===== src/design/linear_probe_hash_set_top_macros.svh =====
// Assertion macros of the hash set controller.
// Depends on nothing; included by lphs_ctrl, which checks its own logic.
`ifndef LINEAR_PROBE_HASH_SET_TOP_MACROS_SVH
`define LINEAR_PROBE_HASH_SET_TOP_MACROS_SVH

// The consequent must hold in the same cycle as the antecedent.
`define LPHS_ASSERT_SAME(label, clk, rst, ante, cons, msg) \
  label: assert property (@(posedge clk) disable iff (rst) (ante) |-> (cons)) else $error(msg);

// The consequent must hold in the cycle after the antecedent.
`define LPHS_ASSERT_NEXT(label, clk, rst, ante, cons, msg) \
  label: assert property (@(posedge clk) disable iff (rst) (ante) |=> (cons)) else $error(msg);

`endif


===== src/design/lphs_pkg.sv =====
// Shared types, codes and the home slot function of the linear probing hash set.
// Depends on nothing; used by every module of the block.
package lphs_pkg;

  localparam int TABLE_SLOTS = 16;
  localparam int IDX_W = $clog2(TABLE_SLOTS);
  localparam logic [IDX_W-1:0] LAST_IDX = IDX_W'(TABLE_SLOTS - 1);

  localparam logic [7:0] CHAR_UPPER_A = 8'h41;
  localparam logic [7:0] CHAR_LOWER_A = 8'h61;
  localparam logic [7:0] CHAR_LOWER_Z = 8'h7a;
  localparam logic [7:0] CASE_DELTA   = 8'h20;

  // The smallest multiple of the table size that is not below 'A'.
  localparam int HOME_OFFSET = ((65 + TABLE_SLOTS - 1) / TABLE_SLOTS) * TABLE_SLOTS;
  localparam logic [9:0] HOME_BIAS = 10'(HOME_OFFSET - 65);

  typedef enum logic [1:0] {
    ACT_INSERT = 2'd0,
    ACT_REMOVE = 2'd1,
    ACT_LOOKUP = 2'd2
  } action_t;

  typedef enum logic [2:0] {
    RES_INSERTED = 3'd0,
    RES_PRESENT  = 3'd1,
    RES_FULL     = 3'd2,
    RES_REMOVED  = 3'd3,
    RES_MISS     = 3'd4,
    RES_FOUND    = 3'd5,
    RES_ABSENT   = 3'd6
  } status_code_t;

  typedef enum logic [1:0] {
    TAG_EMPTY   = 2'd0,
    TAG_DELETED = 2'd1,
    TAG_USED    = 2'd2
  } tag_t;

  typedef struct packed {
    logic [1:0] action;
    logic [7:0] key;
  } request_t;

  typedef struct packed {
    logic [2:0] status;
    logic [3:0] slot;
  } result_t;

  typedef struct packed {
    logic         load;
    logic         rewind;
    logic         advance;
    logic         write_used;
    logic         write_deleted;
    logic         emit;
    logic         take_slot;
    status_code_t code;
  } ctrl_cmd_t;

  typedef struct packed {
    logic       empty;
    logic       used;
    logic       match;
    logic       last;
    logic [1:0] action;
  } dp_status_t;

  function automatic logic [IDX_W-1:0] home_slot(input logic [7:0] key);
    logic [7:0] k;
    logic [9:0] sum;
    k = key;
    if (k >= CHAR_LOWER_A && k <= CHAR_LOWER_Z) begin
      k = k - CASE_DELTA;
    end
    sum = 10'(k) + HOME_BIAS;
    return IDX_W'(sum % TABLE_SLOTS);
  endfunction

endpackage


===== src/design/lphs_datapath.sv =====
// Datapath of the hash set: slot table, probe index and count, result register.
// Depends on lphs_pkg; driven by commands from lphs_ctrl.
module lphs_datapath (
  input  logic                 clk,
  input  logic                 rst,
  input  lphs_pkg::request_t   request,
  input  lphs_pkg::ctrl_cmd_t  cmd,
  output lphs_pkg::dp_status_t stat,
  output logic                 done,
  output lphs_pkg::result_t    result
);

  lphs_pkg::tag_t                  tags [lphs_pkg::TABLE_SLOTS];
  logic [7:0]                      keys [lphs_pkg::TABLE_SLOTS];
  lphs_pkg::request_t              req;
  logic [lphs_pkg::IDX_W-1:0]      home;
  logic [lphs_pkg::IDX_W-1:0]      idx;
  logic [lphs_pkg::IDX_W-1:0]      idx_next;
  logic [lphs_pkg::IDX_W-1:0]      count;
  logic [lphs_pkg::IDX_W-1:0]      home_next;
  lphs_pkg::tag_t                  cur_tag;

  assign home_next = lphs_pkg::home_slot(request.key);
  assign idx_next  = (idx == lphs_pkg::LAST_IDX) ? '0 : idx + 1'b1;
  assign cur_tag   = tags[idx];

  assign stat.empty  = (cur_tag == lphs_pkg::TAG_EMPTY);
  assign stat.used   = (cur_tag == lphs_pkg::TAG_USED);
  assign stat.match  = (cur_tag == lphs_pkg::TAG_USED) && (keys[idx] == req.key);
  assign stat.last   = (count == lphs_pkg::LAST_IDX);
  assign stat.action = req.action;

  always_ff @(posedge clk) begin
    if (cmd.load) begin
      req   <= request;
      home  <= home_next;
      idx   <= home_next;
      count <= '0;
    end else if (cmd.rewind) begin
      idx   <= home;
      count <= '0;
    end else if (cmd.advance) begin
      idx   <= idx_next;
      count <= count + 1'b1;
    end
    if (cmd.write_used) begin
      keys[idx] <= req.key;
    end
    if (cmd.emit) begin
      result.status <= 3'(cmd.code);
      result.slot   <= cmd.take_slot ? 4'(idx) : 4'd0;
    end
  end

  always_ff @(posedge clk) begin
    if (rst) begin
      for (int i = 0; i < lphs_pkg::TABLE_SLOTS; i++) begin
        tags[i] <= lphs_pkg::TAG_EMPTY;
      end
      done <= 1'b0;
    end else begin
      if (cmd.write_used) begin
        tags[idx] <= lphs_pkg::TAG_USED;
      end else if (cmd.write_deleted) begin
        tags[idx] <= lphs_pkg::TAG_DELETED;
      end
      done <= cmd.emit;
    end
  end

endmodule


===== src/design/lphs_ctrl.sv =====
// Controller of the hash set: sequences the membership probe and the free slot probe.
// Depends on lphs_pkg and the assertion macros; steers lphs_datapath.
`include "linear_probe_hash_set_top_macros.svh"

module lphs_ctrl (
  input  logic                 clk,
  input  logic                 rst,
  input  logic                 start,
  input  lphs_pkg::dp_status_t stat,
  output logic                 busy,
  output lphs_pkg::ctrl_cmd_t  cmd
);

  typedef enum logic [2:0] {
    ST_IDLE = 3'b001,
    ST_FIND = 3'b010,
    ST_FREE = 3'b100
  } state_t;

  state_t state;
  state_t state_next;

  assign busy = (state != ST_IDLE);

  always_comb begin
    cmd        = '0;
    cmd.code   = lphs_pkg::RES_ABSENT;
    state_next = state;
    unique case (state)
      ST_IDLE: begin
        if (start) begin
          cmd.load   = 1'b1;
          state_next = ST_FIND;
        end
      end
      ST_FIND: begin
        if (stat.match) begin
          cmd.emit      = 1'b1;
          cmd.take_slot = 1'b1;
          state_next    = ST_IDLE;
          priority if (stat.action == lphs_pkg::ACT_INSERT) begin
            cmd.code = lphs_pkg::RES_PRESENT;
          end else if (stat.action == lphs_pkg::ACT_REMOVE) begin
            cmd.code          = lphs_pkg::RES_REMOVED;
            cmd.write_deleted = 1'b1;
          end else begin
            cmd.code = lphs_pkg::RES_FOUND;
          end
        end else if (stat.empty || stat.last) begin
          if (stat.action == lphs_pkg::ACT_INSERT) begin
            cmd.rewind = 1'b1;
            state_next = ST_FREE;
          end else begin
            cmd.emit   = 1'b1;
            state_next = ST_IDLE;
            cmd.code   = (stat.action == lphs_pkg::ACT_REMOVE) ?
                         lphs_pkg::RES_MISS : lphs_pkg::RES_ABSENT;
          end
        end else begin
          cmd.advance = 1'b1;
        end
      end
      ST_FREE: begin
        if (!stat.used) begin
          cmd.emit       = 1'b1;
          cmd.take_slot  = 1'b1;
          cmd.write_used = 1'b1;
          cmd.code       = lphs_pkg::RES_INSERTED;
          state_next     = ST_IDLE;
        end else if (stat.last) begin
          cmd.emit   = 1'b1;
          cmd.code   = lphs_pkg::RES_FULL;
          state_next = ST_IDLE;
        end else begin
          cmd.advance = 1'b1;
        end
      end
      default: begin
        state_next = ST_IDLE;
      end
    endcase
  end

  always_ff @(posedge clk) begin
    if (rst) begin
      state <= ST_IDLE;
    end else begin
      state <= state_next;
    end
  end

  `LPHS_ASSERT_NEXT(a_emit_then_idle, clk, rst, cmd.emit, state == ST_IDLE, "result without return to idle")
  `LPHS_ASSERT_SAME(a_write_with_emit, clk, rst, cmd.write_used || cmd.write_deleted, cmd.emit, "table write without a result")
  `LPHS_ASSERT_SAME(a_load_in_idle, clk, rst, cmd.load, (state == ST_IDLE) && start, "request loaded outside idle")
  `LPHS_ASSERT_NEXT(a_rewind_to_free, clk, rst, cmd.rewind, state == ST_FREE, "free slot probe not started")

endmodule


===== src/design/linear_probe_hash_set_top.sv =====
// Top level of the linear probing hash set of byte keys.
// Depends on lphs_pkg, lphs_ctrl and lphs_datapath.
//
//   Channel   Handshake          Payload
//   request   start, busy        request.action, request.key
//   result    done (one cycle)   result.status, result.slot
//
// A request is taken when start is high and busy is low; its result beat follows
// the probes of the slot table, one probe of the slot table per cycle.
// The membership probe visits up to TABLE_SLOTS slots, and an insert of an absent key
// runs a second probe of up to TABLE_SLOTS slots for a free slot.
// Reset empties every slot at once. The receiver cannot stall: done is high for
// exactly one cycle, and a new request may be taken in that same cycle.
module linear_probe_hash_set_top (
  input  logic               clk,
  input  logic               rst,
  input  logic               start,
  input  lphs_pkg::request_t request,
  output logic               busy,
  output logic               done,
  output lphs_pkg::result_t  result
);

  lphs_pkg::ctrl_cmd_t  cmd;
  lphs_pkg::dp_status_t stat;

  lphs_ctrl u_ctrl (
    .clk   (clk),
    .rst   (rst),
    .start (start),
    .stat  (stat),
    .busy  (busy),
    .cmd   (cmd)
  );

  lphs_datapath u_datapath (
    .clk     (clk),
    .rst     (rst),
    .request (request),
    .cmd     (cmd),
    .stat    (stat),
    .done    (done),
    .result  (result)
  );

endmodule


===== config.mk =====
export PLATFORM = sky130hd
export DESIGN_NAME = linear_probe_hash_set_top
export DESIGN_NICKNAME = d
export VERILOG_FILES = /design/src/design/lphs_pkg.sv /design/src/design/lphs_datapath.sv /design/src/design/lphs_ctrl.sv /design/src/design/linear_probe_hash_set_top.sv
export VERILOG_INCLUDE_DIRS = /design/src /design/src/design
export SDC_FILE = /design/constraint.sdc
export NUM_CORES = 1
export LEC_CHECK = 0
export BUFFER_PORTS_ARGS = -buffer_cell sky130_fd_sc_hd__buf_4
export CORE_AREA = 2 2 140 142
export CTS_CLUSTER_DIAMETER = 50
export DETAILED_ROUTE_END_ITERATION = 10
export DIE_AREA = 0 0 142 144
export PLACE_DENSITY = 0.57
export SYNTH_ARGS = -nofsm -noshare
export SYNTH_HDL_FRONTEND = slang
export SYNTH_HIERARCHICAL = 1
export SYNTH_SLANG_ARGS = --single-unit

===== constraint.sdc =====
create_clock -name clk -period 4.75 [get_ports clk]
set_clock_uncertainty 0.15 [all_clocks]
set_input_delay 0.7125 -clock clk [delete_from_list [all_inputs] [get_ports clk]]
set_output_delay 0.7125 -clock clk [all_outputs]
set_load 0.01 [all_outputs]

# Word-level counts from Yosys, hierarchy flattened
# Memory sizes are Yosys's and may differ from the RTL's. A register that Yosys moved wholly into a read port is not among the register bits.
# Cells that the tools add are included.
# Widths: inputs -> output; s select.
# op_classes
muxes	59
n_reduce_logical	9
eq_ne	12
bitwise	1
n_lt_le_gt_ge	2
n_addsub	4
# ops
op	count
$mux 3	13
$mux 4	8
$mux 1	31
$pmux 5 s2	1
$pmux 3 s3	1
$add 4x1->4 const B	2
$eq 4x4->1 const B	2
$eq 8x8->1	1
$ge 8x7->1 const B	1
$le 8x7->1 const B	1
$mux 2	4
$add 4x4->4 const B	1
$logic_not 2->1	2
$reduce_or 2->1	2
$sub 4x1->4 const B	1
$eq 3x1->1 const B	1
$eq 3x2->1 const B	1
$eq 3x3->1 const B	1
$ne 3x1->1 const B	1
$ne 3x2->1 const B	1
$ne 3x3->1 const B	1
$reduce_and 3->1	1
$reduce_bool 3->1	1
$eq 2x1->1 const B	1
other kinds (6)	7
# totals
out_inout_bits	9
memories	2
reg_bits	33
ram_bits	160
# mem_list
memory	words	word_bits	read_ports	rd_ports_with_merged_regs	wr	line	text
u_datapath.keys	16	8	1	1	1	lphs_datapath.sv:14	logic [7:0] keys [lphs_pkg::TABLE_SLOTS];
u_datapath.tags	16	2	1	1	16	lphs_datapath.sv:13	lphs_pkg::tag_t tags [lphs_pkg::TABLE_SLOTS];

# Logic depth before layout (Yosys ltp)
# Gate-level depths: netlist (run 1).
# logic_depth
depth_word	12
ltp_mapped	19

# Cells and area by module
# The synthesis (run 1) kept the hierarchy.
# by_module_without_submodules
mod	area_per_inst_um2	cells_each	instances	seq_area_each_um2
lphs_datapath	8071.5	465	1	5735.5
lphs_ctrl	314.1	40	1	60.1

# Worst setup path before layout (run 1)
# OpenSTA, ideal clock, no wires.
# synth_timing
path_kind	register to register
start	reg with a tool-made name
end	reg with a tool-made name
setup_slack_ns	1.056
setup_time_ns	0.121
stages_incl_launch_ff	17
arrival_time_ns	3.423
n_path_buf	3
cell_sequence	dfxtp_1 > buf_2 > buf_4 > mux4_2 > mux2i_1 > xnor2_1 > nor3_1 > a31oi_1 > nor3_2 > nor4b_2 > and2_4 > o21ai_2 > inv_1 > clkbuf_1 > nor3_1 > inv_1 > mux2_2

==> metrics.csv, run 1 <==
stage,metric,value,unit
placed_design,DP Worst Slack,0.5091,ns
route,DR WL/cell,21.81,µm
run_status,outcome,"complete, no violations",
placed_design,number of I/O port buffers,21,
final_layout,Layout area overhead,12.77,%
min_path,worst hold-check path type,primary input to register,
power_and_ir_drop,leakage power,3.207,nW
die,DIE WIDTH,142,µm
min_path,WHS Endpoint,u_datapath/req[4]$_DFFE_PP_,
cts,insertion delay to the later sink of the worst-skew pair,0.42,ns
power_and_ir_drop,PwrDens,437.8,nW/µm²
synth,yosys warns,6,
die,boundary pin count,22,
timing,fmax,235.8,MHz
final_layout,flip-flop and latch area,5798,µm²
synth,simple-gate share of the synthesized area,8.341,%
synth,distinct cell type count after synthesis,53,
route,Via density,5.585,
timing,Post-Route Setup TNS,0,ns
synth,Async SR Flop Fraction,0,%
route,via count,4429,
synth,Synth Area in XOR/XNOR,1.880,%
worst_setup_path,Required @ worst endpoint,4.91,ns
synth,part of the Yosys area used for sequential elements,69.11,%
timing,crit share post-route,89.30,%
cts,Worst-path clk slew,0.07,ns
synth,"EDFF count, synth",185,
placed_design,placer congestion estimate,0.8594,
cts,CTS sink cnt,197,
final_layout,area of the multi-input gates,2409,µm²
timing,"Slew Viols, Final",0,
placed_design,DP Wirelength,11.34,mm
synth,net count after synthesis,524,
timing,final hold vios,0,
final_layout,layout cells sized above 1,25.77,%
global_routing,initial antenna violation count,0,
worst_setup_path,R2R Setup Slk,0.51,ns
run,Max-Cap Viols,0,
route,1st-iter DRT viols,281,
route,Residual DRC,0,
cts,Max Buffers Root-to-Sink,2,
min_path,Hold Crit Depth,1,
synth,Yosys reg bits,197,
worst_setup_path,Crit Path Max Fanout,12,
worst_setup_path,CP Buf/Inv Count,3,
cts,hold buffer count at cts,0,
synth,post-synth top area cell,edfxtp_1,
timing,Hold WS,0.3080,ns
die,die height,144,µm
worst_setup_path,Slowest cell on crit path,dfxtp_2,
timing,post-layout min period,4.242,ns
route,detailed-route wire length,17.29,mm
cts,clock root buffer,clkbuf_16,
die,Die ar.,20450,µm²
global_routing,gr usage total,18.27,%
global_routing,pin count of the biggest net entering global routing,29,
synth,proportion of synthesized area in mux cells,14.01,%
route,Antenna Nets Post-Route,0,
global_routing,grt total ovfl,0,
cts,Resized Gates After CTS,0,
die,Rows,51,
power_and_ir_drop,Worst VDD drop,0.0002677,V
synth,ys flop type,edfxtp_1,
min_path,startpoint of the worst hold path,request[4],
worst_setup_path,reg2reg path depth,14,
final_layout,nets@finish,561,
synth,Avg Inst Size Synth,16.61,µm²
worst_setup_path,Crit path arrival time,4.40,ns
final_layout,"commonest cells after routing, fill and taps aside","edfxtp_1 (185), nor2_1 (50), buf_4 (43)",
die,Core ar.,19080,µm²
die,Starting Density,43.95,%
synth,post-synthesis compound-gate area fraction,3.596,%
power_and_ir_drop,Overall Power,4.140,mW
cts,CTS tree,done,
final_layout,"commonest non-fill, non-tap cell in the layout",edfxtp_1,
synth,top-area cell type share of the netlist area,66.25,%
cts,H-tree Lvls,4,
synth,Synth Area in Adders,0.8953,%
global_routing,vias in the first global route,4559,
worst_setup_path,critical path type,register to register,
synth,Synth area leaders,"edfxtp_1 (66%), mux4_2 (10%), dfxtp_1 (2.9%)",
synth,cells after synthesis,505,
timing,Worst-Margin Slew,0.9740,ns
worst_setup_path,WP depth,14,
final_layout,number of diodes,0,
cts,Num CTS Buffers,17,
timing,RSZ-0062 raised after global routing,no,
timing,final setup fails,0,
global_routing,first-pass GRT wire length,27.19,mm
worst_setup_path,slowest cell delay on critical path,0.61,ns
cts,post-CTS setup buffer count,0,
timing,worst setup margin,0.5083,ns
final_layout,filler cell count in the final layout,1602,
worst_setup_path,critical path startpoint category,register,
worst_setup_path,CP Capture Type,register,
worst_setup_path,CP cell instances,buf_4 > mux4_2 > a22oi_1 > nand3_1 > and2b_1 > nand3_1 > nor3_2 > nor4b_2 > and2_4 > o21ai_2 > inv_1 > nor3_1 > inv_1 > mux2_2,
worst_setup_path,cell family contributing the most delay on the critical path,simple AND/OR/NAND/NOR gates,
route,DR pass1 iterations,5,
synth,largest family of logic cells by synthesized area,multiplexers,
timing,Slew HR,34.82,%
synth,Post-Syn Area,8386,µm²
[report_power, final]
part           total (mW)  switching [mW]  leakage [nW]  internal (mW)
logic               0.725           0.351          1.13          0.374
registers            2.08           0.122          1.81           1.96
clock network        1.34           0.652         0.268          0.684
total                4.14            1.12          3.21           3.02
[state kept, by name, indices dropped and copies added (netlist names), named ones only]
name and flops:
u_datapath/idx 4, u_datapath/home 4, u_datapath/count 4, u_datapath/tags 32, u_datapath/stat 2, u_datapath/result 7, u_datapath/keys 128, u_ctrl/state 3
u_datapath/req 8, u_datapath/done 1
[routing by layer]
metal / global-route usage [%] / routed length [µm] / vias to the layer above / share of wire [%]
met3: 2.914 / 733 / 16 / 4.2
met4: 5.263 / 208 / 0 / 1.2
li1: - / - / 2007 / -
met1: 25.52 / 7685 / 2294 / 44
met2: 30.00 / 8666 / 112 / 50
met5: 0 / 0 / - / 0
[worst max path at each step]
stage,start,endpoint,slack (ns)
floorplan,register,register,1.06
global placement,register,register,0.53
detailed placement,register,register,0.51
CTS,register,register,0.47
global route,register,register,0.16
finish,register,register,0.51
[cells by family after synthesis]
| logic type | count (synthesis) |
|---|---|
| adder cells (fa/ha/maj) | 6 |
| AO/OA/AOI/OAI | 41 |
| multiplexers | 66 |
| buffers and inverters | 38 |
| XOR/XNOR | 18 |
| flip-flops | 197 |
| AND/OR/NAND/NOR | 139 |
[Yosys cell counts, types with 8 or more instances]
master,instances
nor3_1,12
nor2_1,50
xor2_1,10
mux4_2,38
edfxtp_1,185
nand2_1,27
inv_1,10
mux2i_1,21
clkbuf_1,15
o21bai_1,15
dfxtp_1,12
and3_1,8
xnor2_1,8
nor2b_1,8
[layout make-up]
type                    count  area share [%]
flip-flops and latches    197           61.31
repair buffers             45           3.837
well taps                 238           3.149
clock inverters            15           1.297
clock buffers              17           4.499
multi-input cells         270           25.47
inverters                  11          0.4366
[worst reg2reg max path: stages (launching register included)]
cell and delay [ns]:
dfxtp_2 0.61, buf_4 0.31, mux4_2 0.52, a22oi_1 0.20, nand3_1 0.11, and2b_1 0.35, nand3_1 0.13, nor3_2 0.46
nor4b_2 0.13, and2_4 0.19, o21ai_2 0.07, inv_1 0.19, nor3_1 0.21, inv_1 0.18, mux2_2 0.32
[metrics by stage]
step	utilization (%)	cells	instance area, µm²
6_report	49.56	793	9457
5_1_grt	49.56	793	9457
4_1_cts	49.56	793	9457
3_5_place_dp	46.69	761	8909
3_3_place_gp	46.69	761	8909
2_1_floorplan	-	505	8386
Note: power is estimated with default switching activity, not from simulation.
==> run 2, diff against run 1 <==
BUFFER_PORTS_ARGS = default   (was -buffer_cell sky130_fd_sc_hd__buf_4)
DONT_BUFFER_PORTS = 1   (was default)
MAX_ROUTING_LAYER = met4   (was default)
PLACE_DENSITY = 0.56   (was 0.57)
==> run 2 against run 1 <==
- sequential share of layout area is 0.98 points higher
- via count is 2.7% lower
- die area stayed put
- combinational power is 3.3% lower
- register-to-register slack worse by 0.02 ns
- highest routed layer unchanged
- largest cell class unchanged
- power is 0.45% lower
- clock power hardly changed
- first-iteration DRC count is 19% higher
- sequential cell count stayed put
- global-route usage is 0.16 points higher
- wire length is 2.7% lower
==> metrics.csv, run 2 (synthesized netlist as in run 1, its figures left out) <==
stage,metric,value,unit,change
run_status,outcome,"complete, no violations",,
worst_setup_path,R2R Setup Slk,0.49,ns,-0.02 ns
route,via count,4311,,-2.7%
cts,insertion delay to the later sink of the worst-skew pair,0.43,ns,about the same
final_layout,nets@finish,542,,-3.4%
route,DR pass1 iterations,5,,unchanged
placed_design,placed cells,742,,-2.5%
power_and_ir_drop,Worst VDD drop,0.0002451,V,-8.4%
timing,Slew HR,35.34,%,+0.52 points
power_and_ir_drop,Internal,3.011,mW,-0.16%
power_and_ir_drop,Comb pwr share,17.0,%,-0.5 points
power_and_ir_drop,sequential power share,50.4,%,+0.2 points
cts,CTS tree,done,,
cts,CTS sink cnt,197,,unchanged
power_and_ir_drop,PwrDens,442.8,nW/µm²,+1.1%
final_layout,Non-Filler Instances,774,,-2.4%
worst_setup_path,CP Capture Type,register,,
cts,clock root buffer,clkbuf_16,,
power_and_ir_drop,sw power,1.111,mW,-1.2%
worst_setup_path,Crit path arrival time,4.43,ns,+0.03 ns
min_path,WHS Endpoint,u_datapath/done$_SDFF_PP0_,,
worst_setup_path,Crit Path Max Fanout,15,,+3
global_routing,vias in the first global route,4370,,-4.1%
timing,fmax,234.6,MHz,-0.47%
min_path,Hold Crit Depth,1,,unchanged
final_layout,Largest register FFs,128,,unchanged
worst_setup_path,Required @ worst endpoint,4.91,ns,about the same
timing,"Slew Viols, Final",0,,unchanged
timing,crit share post-route,89.72,%,+0.42 points
cts,Resized Gates After CTS,0,,unchanged
final_layout,Biggest register,u_datapath/keys,,
cts,Worst-path clk slew,0.07,ns,about the same
timing,final setup fails,0,,unchanged
placed_design,number of I/O port buffers,0,,-100%
global_routing,grt total ovfl,0,,unchanged
timing,Post-Route Setup TNS,0,ns,unchanged
global_routing,pin count of the biggest net entering global routing,29,,unchanged
route,Antenna Nets Post-Route,0,,unchanged
global_routing,M3 GR Usage,3.079,%,+0.17 points
worst_setup_path,critical path type,register to register,,
cts,post-CTS setup buffer count,0,,unchanged
final_layout,number of diodes,0,,unchanged
die,Die ar.,20450,µm²,unchanged
placed_design,placer congestion estimate,0.8045,,-6.4%
die,die height,144,µm,unchanged
run,Max-Cap Viols,0,,unchanged
final_layout,layout cells sized above 1,23.13,%,-2.6 points
global_routing,first-pass GRT wire length,26.29,mm,-3.3%
final_layout,"commonest cells after routing, fill and taps aside","edfxtp_1 (185), nor2_1 (50), mux4_2 (38)",,
route,detailed-route wire length,16.82,mm,-2.7%
global_routing,gr usage total,18.43,%,+0.16 points
route,Via density,5.570,,-0.27%
final_layout,Layout area overhead,11.00,%,
cts,H-tree Lvls,4,,unchanged
global_routing,initial antenna violation count,0,,unchanged
power_and_ir_drop,Sw Ratio,26.95,%,-0.21 points
worst_setup_path,reg2reg path depth,13,,-1
placed_design,DP Wirelength,10.91,mm,-3.8%
die,Rows,51,,unchanged
power_and_ir_drop,leakage power,3.115,nW,-2.9%
cts,Max Buffers Root-to-Sink,2,,unchanged
cts,Num CTS Buffers,17,,unchanged
power_and_ir_drop,clock power share,32.6,%,+0.3 points
timing,RSZ-0062 raised after global routing,no,,
final_layout,"Design Area, Final",9308,µm²,-1.6%
route,Residual DRC,0,,unchanged
timing,final hold vios,0,,unchanged
final_layout,"commonest non-fill, non-tap cell in the layout",edfxtp_1,,
timing,post-layout min period,4.262,ns,+0.02017 ns
die,Starting Density,43.95,%,unchanged
worst_setup_path,critical path startpoint category,register,,
cts,hold buffer count at cts,0,,unchanged
placed_design,dpl cell area,8753,µm²,-1.7%
die,DIE WIDTH,142,µm,unchanged
die,boundary pin count,22,,unchanged
timing,Worst-Margin Slew,0.9663,ns,-0.007743 ns
route,DR WL/cell,21.73,µm,-0.34%
route,1st-iter DRT viols,333,,+19%
min_path,startpoint of the worst hold path,rst,,
global_routing,met2 GRT Util,28.15,%,-1.9 points
die,Core ar.,19080,µm²,unchanged
final_layout,Largest regs,"u_datapath/keys (128), u_datapath/tags (32), u_datapath/req (8)",,
timing,Hold WS,0.2005,ns,-0.1074 ns
min_path,worst hold-check path type,primary input to register,,
global_routing,grt met1 use,25.62,%,+0.11 points
global_routing,global routing's busiest layer,met2,,
[run 2: cell count changes in the layout (fill, tap and decap cells not counted)]
cell	before	now
clkinv_4	4	2
buf_12	2	1
clkbuf_8	0	1
buf_4	43	25
inv_8	2	1
inv_6	4	7
clkinv_2	3	2
[run 2: layout make-up]
type | count | area (µm²)
clock buffer | 18 | 439.2
sequential | 197 | 5798
inverter | 11 | 41.29
timing repair buffer | 26 | 207.7
clock inverter | 14 | 115.1
fill | 1599 | 9772
multi-input combinational | 270 | 2409
tap | 238 | 297.8
[run 2: power groups by stage]
stage,Clock [mW],Combinational [mW],Sequential [mW]
final,1.34,0.701,2.08
after global routing,1.45,0.760,2.09
after CTS,1.38,0.707,2.08
after detailed placement,0,0.704,2.12
after global placement,0,0.696,2.12
after floorplan,0,0.605,2.03
[run 2: layer usage]
metal	wire [µm]	share of wire, %
met5	0	0
met4	227	1.3
met3	649	3.9
met2	8167	49
met1	7777	46
[run 2: worst max-delay path by stage]
stage                         from       end  slack (ns)  depth (start not counted)
after global placement    register  register        0.49                         13
after global routing      register  register        0.09                         15
after CTS                 register  register        0.43                         15
final                     register  register        0.49                         13
after floorplan           register  register        1.06                         16
after detailed placement  register  register        0.45                         15
[run 2: stage by stage]
| step | power, mW | setup WS [ns] | utilization [%] |
|---|---|---|---|
| floorplan | 2.634 | 1.056 | - |
| global placement | 2.814 | 0.4884 | 45.88 |
| detailed placement | 2.825 | 0.4546 | 45.88 |
| CTS | 4.169 | 0.4334 | 48.78 |
| global route | 4.304 | 0.08844 | 48.78 |
| finish | 4.122 | 0.4882 | 48.78 |
[run 2: critical path, cell delays in order, from the launching register on]
cell and delay, ns:
dfxtp_2 0.65, mux4_2 0.58, mux2i_1 0.18, xnor2_1 0.09, nor4_1 0.58, a41oi_1 0.13
nor3_2 0.48, nor4b_2 0.13, and2_4 0.20, o21ai_2 0.07, inv_1 0.19, nor3_1 0.22
inv_1 0.18, mux2_2 0.32
==> run 3, diff against run 2 <==
CELL_PAD_IN_SITES_DETAIL_PLACEMENT = 1   (was default)
CELL_PAD_IN_SITES_GLOBAL_PLACEMENT = 1   (was default)
PLACE_DENSITY = 0.63   (was 0.56)
==> run 3 against run 2 <==
- sequential share of layout area increased by 0.11 points
- utilization decreased by 0.066 points
- critical path depth increased by 2
- worst hold slack got worse by 0.0081 ns
- setup slack got worse by 0.079 ns
- maximum frequency decreased by 1.8%
- first-iteration DRC count decreased by 11%
- cell area decreased by 0.13%
- register-to-register slack got worse by 0.08 ns
- critical path type unchanged
- largest cell class unchanged
==> metrics.csv, run 3 (synthesized netlist as in run 1, its figures left out) <==
stage,metric,value,unit,change
timing,Slew HR,32.72,%,-2.6 points
cts,Resized Gates After CTS,0,,unchanged
worst_setup_path,Crit Path Max Fanout,12,,-3
power_and_ir_drop,Worst VDD drop,0.0002678,V,+9.2%
run_status,outcome,"complete, no violations",,
cts,clock root buffer,clkbuf_16,,
timing,RSZ-0062 raised after global routing,no,,
cts,CTS tree,done,,
worst_setup_path,reg2reg path depth,15,,+2
route,Antenna Nets Post-Route,0,,unchanged
worst_setup_path,Crit path arrival time,4.51,ns,+0.08 ns
global_routing,gr usage total,20.60,%,+2.2 points
final_layout,nets@finish,541,,-0.18%
timing,fmax,230.4,MHz,-1.8%
die,DIE WIDTH,142,µm,unchanged
timing,Worst-Margin Slew,1.005,ns,+0.03916 ns
worst_setup_path,Required @ worst endpoint,4.92,ns,about the same
cts,H-tree Lvls,4,,unchanged
route,DR pass1 iterations,5,,unchanged
power_and_ir_drop,Comb pwr share,17.4,%,+0.4 points
final_layout,"commonest non-fill, non-tap cell in the layout",edfxtp_1,,
route,detailed-route wire length,18.92,mm,+12%
final_layout,filler cell count in the final layout,1765,,+10%
timing,final setup fails,0,,unchanged
die,boundary pin count,22,,unchanged
cts,Worst-path clk slew,0.07,ns,about the same
timing,post-layout min period,4.340,ns,+0.07857 ns
worst_setup_path,R2R Setup Slk,0.41,ns,-0.08 ns
worst_setup_path,critical path type,register to register,,
min_path,Hold Crit Depth,1,,unchanged
worst_setup_path,Slowest cell on crit path,dfxtp_2,,
timing,final hold vios,0,,unchanged
die,Die ar.,20450,µm²,unchanged
die,Rows,51,,unchanged
final_layout,"commonest cells after routing, fill and taps aside","edfxtp_1 (185), nor2_1 (50), mux4_2 (38)",,
cts,CTS sink cnt,197,,unchanged
worst_setup_path,critical path startpoint category,register,,
timing,crit share post-route,91.38,%,+1.7 points
global_routing,first-pass GRT wire length,29.48,mm,+12%
cts,hold buffer count at cts,0,,unchanged
die,Core ar.,19080,µm²,unchanged
final_layout,Largest register FFs,128,,unchanged
timing,"Slew Viols, Final",0,,unchanged
placed_design,number of I/O port buffers,0,,unchanged
worst_setup_path,CP Capture Type,register,,
power_and_ir_drop,sequential power share,50.0,%,-0.4 points
final_layout,number of diodes,0,,unchanged
cts,Num CTS Buffers,17,,unchanged
route,Residual DRC,0,,unchanged
global_routing,initial antenna violation count,0,,unchanged
min_path,worst hold-check path type,primary input to register,,
placed_design,DP Wirelength,12.49,mm,+15%
final_layout,Biggest register,u_datapath/keys,,
final_layout,Largest regs,"u_datapath/keys (128), u_datapath/tags (32), u_datapath/req (8)",,
power_and_ir_drop,Sw Ratio,26.84,%,-0.11 points
final_layout,"Design Area, Final",9295,µm²,-0.13%
route,1st-iter DRT viols,297,,-11%
worst_setup_path,slowest cell delay on critical path,0.64,ns,about the same
worst_setup_path,CP cell instances,buf_12 > mux4_2 > mux2i_1 > xnor2_1 > nor3_1 > a31oi_1 > nor3_4 > nor4b_2 > and2_4 > o21ai_2 > inv_1 > nor2_1 > a221oi_1 > a21oi_1 > mux2_2,,
placed_design,dpl cell area,8746,µm²,about the same
cts,insertion delay to the later sink of the worst-skew pair,0.43,ns,about the same
die,die height,144,µm,unchanged
run,Max-Cap Viols,0,,unchanged
route,via count,4360,,+1.1%
final_layout,layout cells sized above 1,21.91,%,-1.2 points
final_layout,Layout area overhead,10.85,%,
power_and_ir_drop,sw power,1.114,mW,+0.32%
global_routing,vias in the first global route,4825,,+10%
cts,Max Buffers Root-to-Sink,2,,unchanged
cts,post-CTS setup buffer count,0,,unchanged
timing,Post-Route Setup TNS,0,ns,unchanged
power_and_ir_drop,clock power share,32.6,%,about the same
placed_design,placer congestion estimate,0.7807,,-3.0%
power_and_ir_drop,leakage power,3.104,nW,-0.35%
global_routing,grt total ovfl,0,,unchanged
power_and_ir_drop,Internal,3.037,mW,+0.87%
power_and_ir_drop,PwrDens,446.6,nW/µm²,+0.85%
die,Starting Density,43.95,%,unchanged
route,DR WL/cell,24.51,µm,+13%
route,Via density,5.648,,+1.4%
global_routing,pin count of the biggest net entering global routing,29,,unchanged
-- run 3: power groups by stage --
stage	registers [mW]	logic (mW)	clock network, mW
after floorplan	2.03	0.605	0
after global placement	2.11	0.706	0
after detailed placement	2.12	0.723	0
after CTS	2.08	0.729	1.38
after global routing	2.09	0.790	1.44
final	2.07	0.723	1.35
-- run 3: critical path, delay by kind of cell, from the launching register on --
kind                   cells  cell delay, ns
multiplexers               3            1.00
flip-flops                 1            0.64
buffers and inverters      2            0.53
AND/OR/NAND/NOR            5            0.89
XOR/XNOR                   1            0.15
AO/OA/AOI/OAI              4            0.84
-- run 3: final cells by class --
class / instances / area [µm²] / share of cell area (%)
inverter: 11 / 41.29 / 0.4442
sequential: 197 / 5801 / 62.40
clock inverter: 11 / 103.9 / 1.117
timing repair buffer: 25 / 200.2 / 2.154
tap: 238 / 297.8 / 3.204
multi-input combinational: 270 / 2415 / 25.98
clock buffer: 20 / 436.7 / 4.698
-- run 3: stage by stage --
step                util [%]  hold WS (ns)  cells  total power, mW  worst slack (ns)
floorplan                  -        0.3637    505            2.634             1.056
global placement       45.84        0.3908    741            2.815            0.3836
detailed placement     45.84        0.4061    741            2.838            0.3269
CTS                    48.67        0.1780    772            4.185            0.2299
global route           48.72        0.1817    772            4.317           0.08989
finish                 48.72        0.1924    772            4.151            0.4096
-- run 3: worst min path at each step --
stage / startpoint / end
floorplan: u_datapath/count[1]$_SDFFE_PP0P_ / u_datapath/count[1]$_SDFFE_PP0P_
global placement: u_datapath/count[1]$_SDFFE_PP0P_ / u_datapath/count[1]$_SDFFE_PP0P_
detailed placement: u_datapath/count[1]$_SDFFE_PP0P_ / u_datapath/count[1]$_SDFFE_PP0P_
CTS: rst / u_datapath/done$_SDFF_PP0_
global route: rst / u_datapath/done$_SDFF_PP0_
finish: rst / u_datapath/done$_SDFF_PP0_
-- run 3: metal layers --
| metal | global-route usage (%) | share of wire [%] | up-vias |
|---|---|---|---|
| li1 | - | - | 1969 |
| met1 | 27.23 | 45 | 2293 |
| met2 | 33.56 | 50 | 81 |
| met3 | 2.649 | 3.4 | 17 |
| met4 | 6.737 | 1.5 | 0 |
| met5 | - | 0 | - |
